### src/rtl/lz3_command_decompressor_assert.svh
// Assertion macros shared by the LZ3 decompressor RTL.
// Depends on nothing; included by modules that carry checks.
`ifndef LZ3_COMMAND_DECOMPRESSOR_ASSERT_SVH
`define LZ3_COMMAND_DECOMPRESSOR_ASSERT_SVH
// Implication checked on every clock edge outside reset.
`define LZ3_ASSERT_IMP(label, clk, rstn, ante, cons) \
    label: assert property (@(posedge clk) disable iff (!rstn) (ante) |-> (cons)) \
        else $error("assertion failed");
// Next-cycle implication checked outside reset.
`define LZ3_ASSERT_NEXT(label, clk, rstn, ante, cons) \
    label: assert property (@(posedge clk) disable iff (!rstn) (ante) |=> (cons)) \
        else $error("assertion failed");
`endif

### src/rtl/lz3_pkg.sv
// Package for the LZ3 decompressor: phase codes, command codes and the
// controller-to-datapath command struct. Depends on nothing.
`default_nettype none
package lz3_pkg;
    localparam logic [2:0] PH_HEADER  = 3'd0;
    localparam logic [2:0] PH_LONGLEN = 3'd1;
    localparam logic [2:0] PH_OFF1    = 3'd2;
    localparam logic [2:0] PH_OFF2    = 3'd3;
    localparam logic [2:0] PH_ITER    = 3'd4;
    localparam logic [2:0] PH_ALT1    = 3'd5;
    localparam logic [2:0] PH_ALT2    = 3'd6;
    localparam logic [2:0] PH_LIT     = 3'd7;

    localparam logic [2:0] CMD_LITERAL = 3'd0;
    localparam logic [2:0] CMD_ITERATE = 3'd1;
    localparam logic [2:0] CMD_ALTERN  = 3'd2;
    localparam logic [2:0] CMD_ZERO    = 3'd3;
    localparam logic [2:0] CMD_FLIP    = 3'd5;
    localparam logic [2:0] CMD_REVERSE = 3'd6;
    // Header command field that selects the long form with a 10-bit length.
    localparam logic [2:0] CMD_LONG    = 3'd7;

    // Header byte that ends the stream.
    localparam logic [7:0] TERMINATOR  = 8'hff;

    // Commands from the controller to the datapath.
    typedef struct packed {
        logic        put;       // append one byte
        logic        put_hist;  // byte comes from the history read register
        logic [7:0]  put_val;   // constant byte when not from history
        logic        flip;      // bit-reverse the history byte
        logic        rd_start;  // issue a read at rd_addr
        logic        flush;     // emit the packed word
        logic        last;      // flush is the last result of the item
        logic        term;      // emit the terminator result
        logic        clr_pos;   // reset write position
    } dp_cmd_t;

    function automatic logic [7:0] bit_rev(input logic [7:0] v);
        logic [7:0] r;
        for (int i = 0; i < 8; i++) r[i] = v[7-i];
        return r;
    endfunction
endpackage
`default_nettype wire

### src/rtl/lz3_controller.sv
// Controller of the LZ3 decompressor: parses headers and parameters and
// sequences each run into datapath commands. Depends on lz3_pkg.
`default_nettype none
`include "lz3_command_decompressor_assert.svh"
module lz3_controller #(
    parameter int AW = 16
) (
    input  wire logic          aclk,
    input  wire logic          aresetn,
    input  wire logic          s_valid,
    output logic               s_ready,
    input  wire logic [7:0]    s_in_byte,
    input  wire logic [AW-1:0] wr_pos,
    input  wire logic          out_full,
    input  wire logic          clear_busy,
    input  wire logic          m_valid,
    input  wire logic          m_ready,
    output lz3_pkg::dp_cmd_t   cmd,
    output logic [AW-1:0]      rd_addr
);
    typedef enum logic [4:0] {
        ST_PARSE = 5'b00001,
        ST_FILL  = 5'b00010,
        ST_READ  = 5'b00100,
        ST_COPY  = 5'b01000,
        ST_FLUSH = 5'b10000
    } state_t;

    state_t        state_reg, state_next;
    logic [2:0]    phase_reg, phase_next, pcmd_reg, pcmd_next;
    logic [10:0]   len_reg, len_next;
    logic [7:0]    p1_reg, p1_next, p2_reg, p2_next;
    logic [AW-1:0] rd_reg, rd_next;
    logic          alt_reg, alt_next;
    logic          out_free, acc;
    logic [2:0]    hcmd;
    logic [10:0]   hlen;

    assign out_free = !m_valid || m_ready;
    assign s_ready  = state_reg == ST_PARSE && !clear_busy && out_free && !out_full;
    assign acc      = s_valid && s_ready;
    assign rd_addr  = rd_reg;

    always_comb begin
        state_next = state_reg; phase_next = phase_reg; pcmd_next = pcmd_reg;
        len_next = len_reg; p1_next = p1_reg; p2_next = p2_reg; rd_next = rd_reg;
        alt_next = alt_reg;
        cmd = '0;
        hcmd = s_in_byte[7:5];
        hlen = {6'd0, s_in_byte[4:0]} + 11'd1;
        if (phase_reg == lz3_pkg::PH_LONGLEN) begin
            hcmd = pcmd_reg;
            hlen = {len_reg[9:8], s_in_byte} + 11'd1;
        end
        unique case (state_reg)
            ST_PARSE: begin
                if (acc) begin
                    unique case (phase_reg)
                        lz3_pkg::PH_HEADER, lz3_pkg::PH_LONGLEN: begin
                            if (phase_reg == lz3_pkg::PH_HEADER
                                && s_in_byte == lz3_pkg::TERMINATOR) begin
                                cmd.term = 1'b1; cmd.clr_pos = 1'b1;
                            end else if (phase_reg == lz3_pkg::PH_HEADER
                                         && s_in_byte[7:5] == lz3_pkg::CMD_LONG) begin
                                pcmd_next = s_in_byte[4:2];
                                len_next = {1'b0, s_in_byte[1:0], 8'd0};
                                phase_next = lz3_pkg::PH_LONGLEN;
                            end else begin
                                pcmd_next = hcmd; len_next = hlen;
                                priority case (hcmd)
                                    lz3_pkg::CMD_LITERAL: phase_next = lz3_pkg::PH_LIT;
                                    lz3_pkg::CMD_ITERATE: phase_next = lz3_pkg::PH_ITER;
                                    lz3_pkg::CMD_ALTERN:  phase_next = lz3_pkg::PH_ALT1;
                                    lz3_pkg::CMD_ZERO: begin
                                        p1_next = 8'h00; p2_next = 8'h00; alt_next = 1'b0;
                                        phase_next = lz3_pkg::PH_HEADER;
                                        state_next = ST_FILL;
                                    end
                                    default: phase_next = lz3_pkg::PH_OFF1;
                                endcase
                            end
                        end
                        lz3_pkg::PH_OFF1: begin
                            if (s_in_byte[7]) begin
                                rd_next = wr_pos - AW'({s_in_byte[6:0]}) - 1'b1;
                                phase_next = lz3_pkg::PH_HEADER;
                                state_next = ST_READ;
                            end else begin
                                p1_next = s_in_byte; phase_next = lz3_pkg::PH_OFF2;
                            end
                        end
                        lz3_pkg::PH_OFF2: begin
                            rd_next = AW'({p1_reg[6:0], s_in_byte});
                            phase_next = lz3_pkg::PH_HEADER;
                            state_next = ST_READ;
                        end
                        lz3_pkg::PH_ITER: begin
                            p1_next = s_in_byte; p2_next = s_in_byte; alt_next = 1'b0;
                            phase_next = lz3_pkg::PH_HEADER; state_next = ST_FILL;
                        end
                        lz3_pkg::PH_ALT1: begin
                            p1_next = s_in_byte; phase_next = lz3_pkg::PH_ALT2;
                        end
                        lz3_pkg::PH_ALT2: begin
                            p2_next = s_in_byte; alt_next = 1'b0;
                            phase_next = lz3_pkg::PH_HEADER; state_next = ST_FILL;
                        end
                        default: begin
                            cmd.put = 1'b1; cmd.put_val = s_in_byte;
                            len_next = len_reg - 1'b1;
                            if (len_reg <= 11'd1) phase_next = lz3_pkg::PH_HEADER;
                            state_next = ST_FLUSH;
                        end
                    endcase
                end
            end
            ST_FILL: begin
                if (!out_full) begin
                    cmd.put = 1'b1; cmd.put_val = alt_reg ? p2_reg : p1_reg;
                    alt_next = !alt_reg; len_next = len_reg - 1'b1;
                    if (len_reg == 11'd1) state_next = ST_FLUSH;
                end else if (out_free) begin
                    cmd.flush = 1'b1;
                end
            end
            ST_READ: begin
                cmd.rd_start = 1'b1; state_next = ST_COPY;
            end
            ST_COPY: begin
                if (!out_full) begin
                    cmd.put = 1'b1; cmd.put_hist = 1'b1;
                    cmd.flip = pcmd_reg == lz3_pkg::CMD_FLIP;
                    rd_next = pcmd_reg == lz3_pkg::CMD_REVERSE ? rd_reg - 1'b1 : rd_reg + 1'b1;
                    len_next = len_reg - 1'b1;
                    state_next = len_reg == 11'd1 ? ST_FLUSH : ST_READ;
                end else if (out_free) begin
                    cmd.flush = 1'b1;
                end
            end
            default: begin
                if (out_free) begin
                    cmd.flush = 1'b1; cmd.last = 1'b1; state_next = ST_PARSE;
                end
            end
        endcase
    end

    always_ff @(posedge aclk) begin
        if (!aresetn) begin
            state_reg <= ST_PARSE; phase_reg <= lz3_pkg::PH_HEADER; pcmd_reg <= '0;
            len_reg <= '0; alt_reg <= 1'b0;
        end else begin
            state_reg <= state_next; phase_reg <= phase_next; pcmd_reg <= pcmd_next;
            len_reg <= len_next; alt_reg <= alt_next;
        end
    end
    always_ff @(posedge aclk) begin
        p1_reg <= p1_next; p2_reg <= p2_next; rd_reg <= rd_next;
    end

    `LZ3_ASSERT_IMP(a_ready_parse, aclk, aresetn, s_ready, state_reg == ST_PARSE)
    `LZ3_ASSERT_NEXT(a_read_copy, aclk, aresetn, state_reg == ST_READ, state_reg == ST_COPY)
    `LZ3_ASSERT_IMP(a_len_run, aclk, aresetn,
        state_reg == ST_FILL || state_reg == ST_COPY, len_reg != 11'd0)
endmodule
`default_nettype wire

### config.mk
export PLATFORM = sky130hd
export DESIGN_NAME = lz3_controller
export DESIGN_NICKNAME = d
export VERILOG_FILES = /design/src/rtl/lz3_pkg.sv /design/src/rtl/lz3_controller.sv
export VERILOG_INCLUDE_DIRS = /design/src /design/src/rtl
export SDC_FILE = /design/constraint.sdc
export NUM_CORES = 1
export LEC_CHECK = 0
export BUFFER_PORTS_ARGS = -buffer_cell sky130_fd_sc_hd__buf_2
export CAP_MARGIN = 25
export CORE_MARGIN = 2
export CORE_UTILIZATION = 54
export CTS_BUF_LIST = sky130_fd_sc_hd__clkbuf_4 sky130_fd_sc_hd__clkbuf_8
export DETAILED_ROUTE_END_ITERATION = 10
export PLACE_DENSITY = 0.77
export RECOVER_POWER = 25
export SETUP_SLACK_MARGIN = 0.4
export SYNTH_ARGS = -nofsm -noshare
export SYNTH_HDL_FRONTEND = slang
export SYNTH_SLANG_ARGS = --single-unit
### constraint.sdc
create_clock -name aclk -period 2.8 [get_ports aclk]
set_clock_uncertainty 0.05 [all_clocks]
set_input_delay 0.28 -clock aclk [delete_from_list [all_inputs] [get_ports aclk]]
set_output_delay 0.28 -clock aclk [all_outputs]
set_load 0.02 [all_outputs]
==> results.ini <==
[synthesis]
yosysTopAreaCellShare_pct=20.9
synth_edf_count=32
synth-seq-cells=55
synth.avg_cell_area_um2=8.14
synth_cell_types=68
netlist_area_mm2=0.00459
synth_area_leader_cell=edfxtp_1
synth-seq-area-share_pct=31.0
synth-main-ff-cell=edfxtp_1
synth_area_leaders=edfxtp_1, dfxtp_1, ha_1, nor2_1, a21oi_1
synth_commonest_cells=nor2_1, nand2_1, a21oi_1, o21ai_0, edfxtp_1
syn_inst=564
async_flop_share_pct=0
postSynthNetCount=621
synth.most_common_cell=nor2_1
yosysWarnings=0

[die]
initial_core_util_pct=55.9
rows=33
ios=64
fp.dieH_um=96.2
design.die.area_mm2=0.00925
die_w_um=96.2
core_mm2=0.00822

[global_routing]
grt_max_degree=23
grt_remaining_overflow=0
grt_pass1_wl_mm=21.1
grt.total_usage_pct=29.6
grt_antenna_before_repair=0
grt_pass1_vias=4381

[worst_setup_path]
cp_slowest_cell=edfxtp_1
r2r_cells=7
cp_max_fo=4
reg2reg_from=rd_addr[0]$_DFFE_PP_
critPathLaunchType=register
path_class=register to register
path_cells=fa_1 -> a21oi_2 -> o211a_1 -> o21a_1 -> o31ai_2 -> xnor2_1 -> o221ai_1
arrival_ps=2470
max_stage_delay_ps=530
worstReg2RegEnd=rd_addr[12]$_DFFE_PP_
endpoint_kind=register
reg2reg_slack_ps=360
required_ps=2820

[place]
portBuffers=63
dpl.hpwl_mm=9.85
dp_cells=723
gp_congestion=0.905

[timing]
hold_ws_ps=287
setup_viol_count_final=0
finalSetupTns_ps=0
grt_setup_unrepaired=true
fmax_mhz=410
timing.final.crit_share_pct=87.2
timing_hold_violations_final=0
relSlewSlack_pct=49.6
finalCriticalPeriod_ps=2440
maxSlewViolCount=0
worstMarginPinSlew_ps=755

[power_and_ir_drop]
internal_power_mw=1.28
p_leak_nw=2.07
power.density_mw_per_mm2=360
clockPowerShare_pct=24.4
switching_share_pct=34.8
p_sw_uw=684
max-vdd-ir-drop_v=0.000256
combPwrFrac_pct=28.6
pwr-share-seq_pct=47.0
total_power_mw=1.97

[final_layout]
layout.nets=688
post_layout_nonfiller_instances=737
final_util_pct=66.5
diodes=0
largest_reg_flops=16
area_growth_pct=19.1
layout-drive-gt1-share_pct=22.2

[hold_path]
hold_path_class=input pin to register
min-delay-start=aresetn
holdPathStages=3
min_delay_worst_endpoint=state_reg[2]$_SDFFE_PN0P_

[clock_network]
clkLatencyLatePin_ps=330
path_clk_slew_ps=110
cts_root_buf=clkbuf_8
htreeDepth=2
numCtsBuffers=5
cts_hold_buf=0
cts_tree=yes
clock-sinks=55
clk_path_buf_depth=2

[routing]
vias=4664
dr.pass1.iters=6
drt_wl_total_mm=13.9
drc_errors=0
drt_iter0_markers=415
ant_nets=0
via_per_inst=6.33
avgRoutedWirePerCell_um=18.9

[run_status]
status=finished clean

[flow_run]
cap_violations=0

## layer usage
layer  track usage [%]  share of wire (%)
met5                 0                  0
met4              10.2                2.3
met3              5.01                7.0
met2              50.2                 48
met1              38.0                 43
## worst max-delay path, delay by kind of cell (launching register included)
family                     cells  cell delay (ps)
AOI/OAI and AO/OA              5              880
DFF                            1              530
xor gates and xnor gates       1              190
adders and majority gates      1              520
## through the flow
| step | instance area [um^2] | setup slack (ps) |
|---|---|---|
| finish | 5470 | 358 |
| global route | 5470 | 223 |
| CTS | 5280 | 308 |
| detailed placement | 5050 | 118 |
| global placement | 5050 | 206 |
| floorplan | 4600 | 275 |
## layout make-up
type                       instances  area, um^2
inverter                          20        75.1
multi-input combinational        460        3210
timing repair buffer              89         523
tap                              105         131
clock buffer                       5        68.8
sequential                        55        1430
clock inverter                     3        22.5
fill                             693        2750
## how the worst max path moves through the flow
stage	cells after the start	slack, ps	to	from
after global placement	10	210	rd_addr[15]$_DFFE_PP_	pcmd_reg[2]$_SDFFE_PN0P_
after detailed placement	11	120	rd_addr[10]$_DFFE_PP_	s_in_byte[0]
after CTS	11	310	rd_addr[15]$_DFFE_PP_	pcmd_reg[1]$_SDFFE_PN0P_
final	7	360	rd_addr[12]$_DFFE_PP_	rd_addr[0]$_DFFE_PP_
after floorplan	9	280	rd_addr[15]$_DFFE_PP_	pcmd_reg[1]$_SDFFE_PN0P_
after global routing	6	220	len_reg[0]$_SDFFE_PN0P_	phase_reg[1]$_SDFFE_PN0P_
## timing repair
item,CTS,global route
gates resized for setup,23,51
pin swaps,6,13
setup endpoints to repair,23,21
setup buffers,3,2
cloned,0,1
## power groups by stage
stage	combinational [mW]	clock [mW]	sequential [mW]
final	0.563	0.480	0.924
after CTS	0.545	0.479	0.919
after global placement	0.523	0	0.935
after detailed placement	0.536	0	0.937
after global routing	0.616	0.507	0.929
after floorplan	0.402	0	0.926
## cell families (layout without fill, tap and decap cells)
logic type,count (synthesis),count (layout),synth area share [%]
buffers and inverters,49,117,4.83
and+or+nand+nor,221,221,23.8
AOI/OAI and AO/OA,168,168,24.1
adders and majority gates,26,26,7.42
muxes,12,12,2.62
DFF,55,55,31.0
xor gates and xnor gates,33,33,6.30
## placed cells by master, fill, tap and decap left out, types with 4 or more instances in the layout
| master | count |
|---|---|
| nor2_1 | 64 |
| buf_2 | 43 |
| o21ai_2 | 4 |
| a211oi_1 | 9 |
| mux2i_1 | 12 |
| nor3_1 | 20 |
| xnor2_1 | 19 |
| nand2_1 | 49 |
| edfxtp_1 | 32 |
| and2_1 | 11 |
| o21ai_0 | 34 |
| dfxtp_1 | 14 |
| buf_4 | 24 |
| nand4_1 | 6 |
| o21ai_1 | 7 |
| o21a_1 | 11 |
| clkbuf_8 | 5 |
| a31oi_1 | 9 |
| ha_4 | 9 |
| dfxtp_2 | 9 |
| a21oi_2 | 7 |
| xor2_1 | 14 |
| a21oi_4 | 4 |
| nor2b_1 | 7 |
| o211ai_1 | 7 |
| or3_1 | 6 |
| nand2b_1 | 9 |
| clkbuf_1 | 19 |
| nand3_1 | 19 |
| and3_1 | 4 |
| ha_1 | 14 |
| inv_1 | 19 |
| o22ai_1 | 4 |
| a21oi_1 | 34 |
Note: power is estimated with default switching activity, not from simulation.
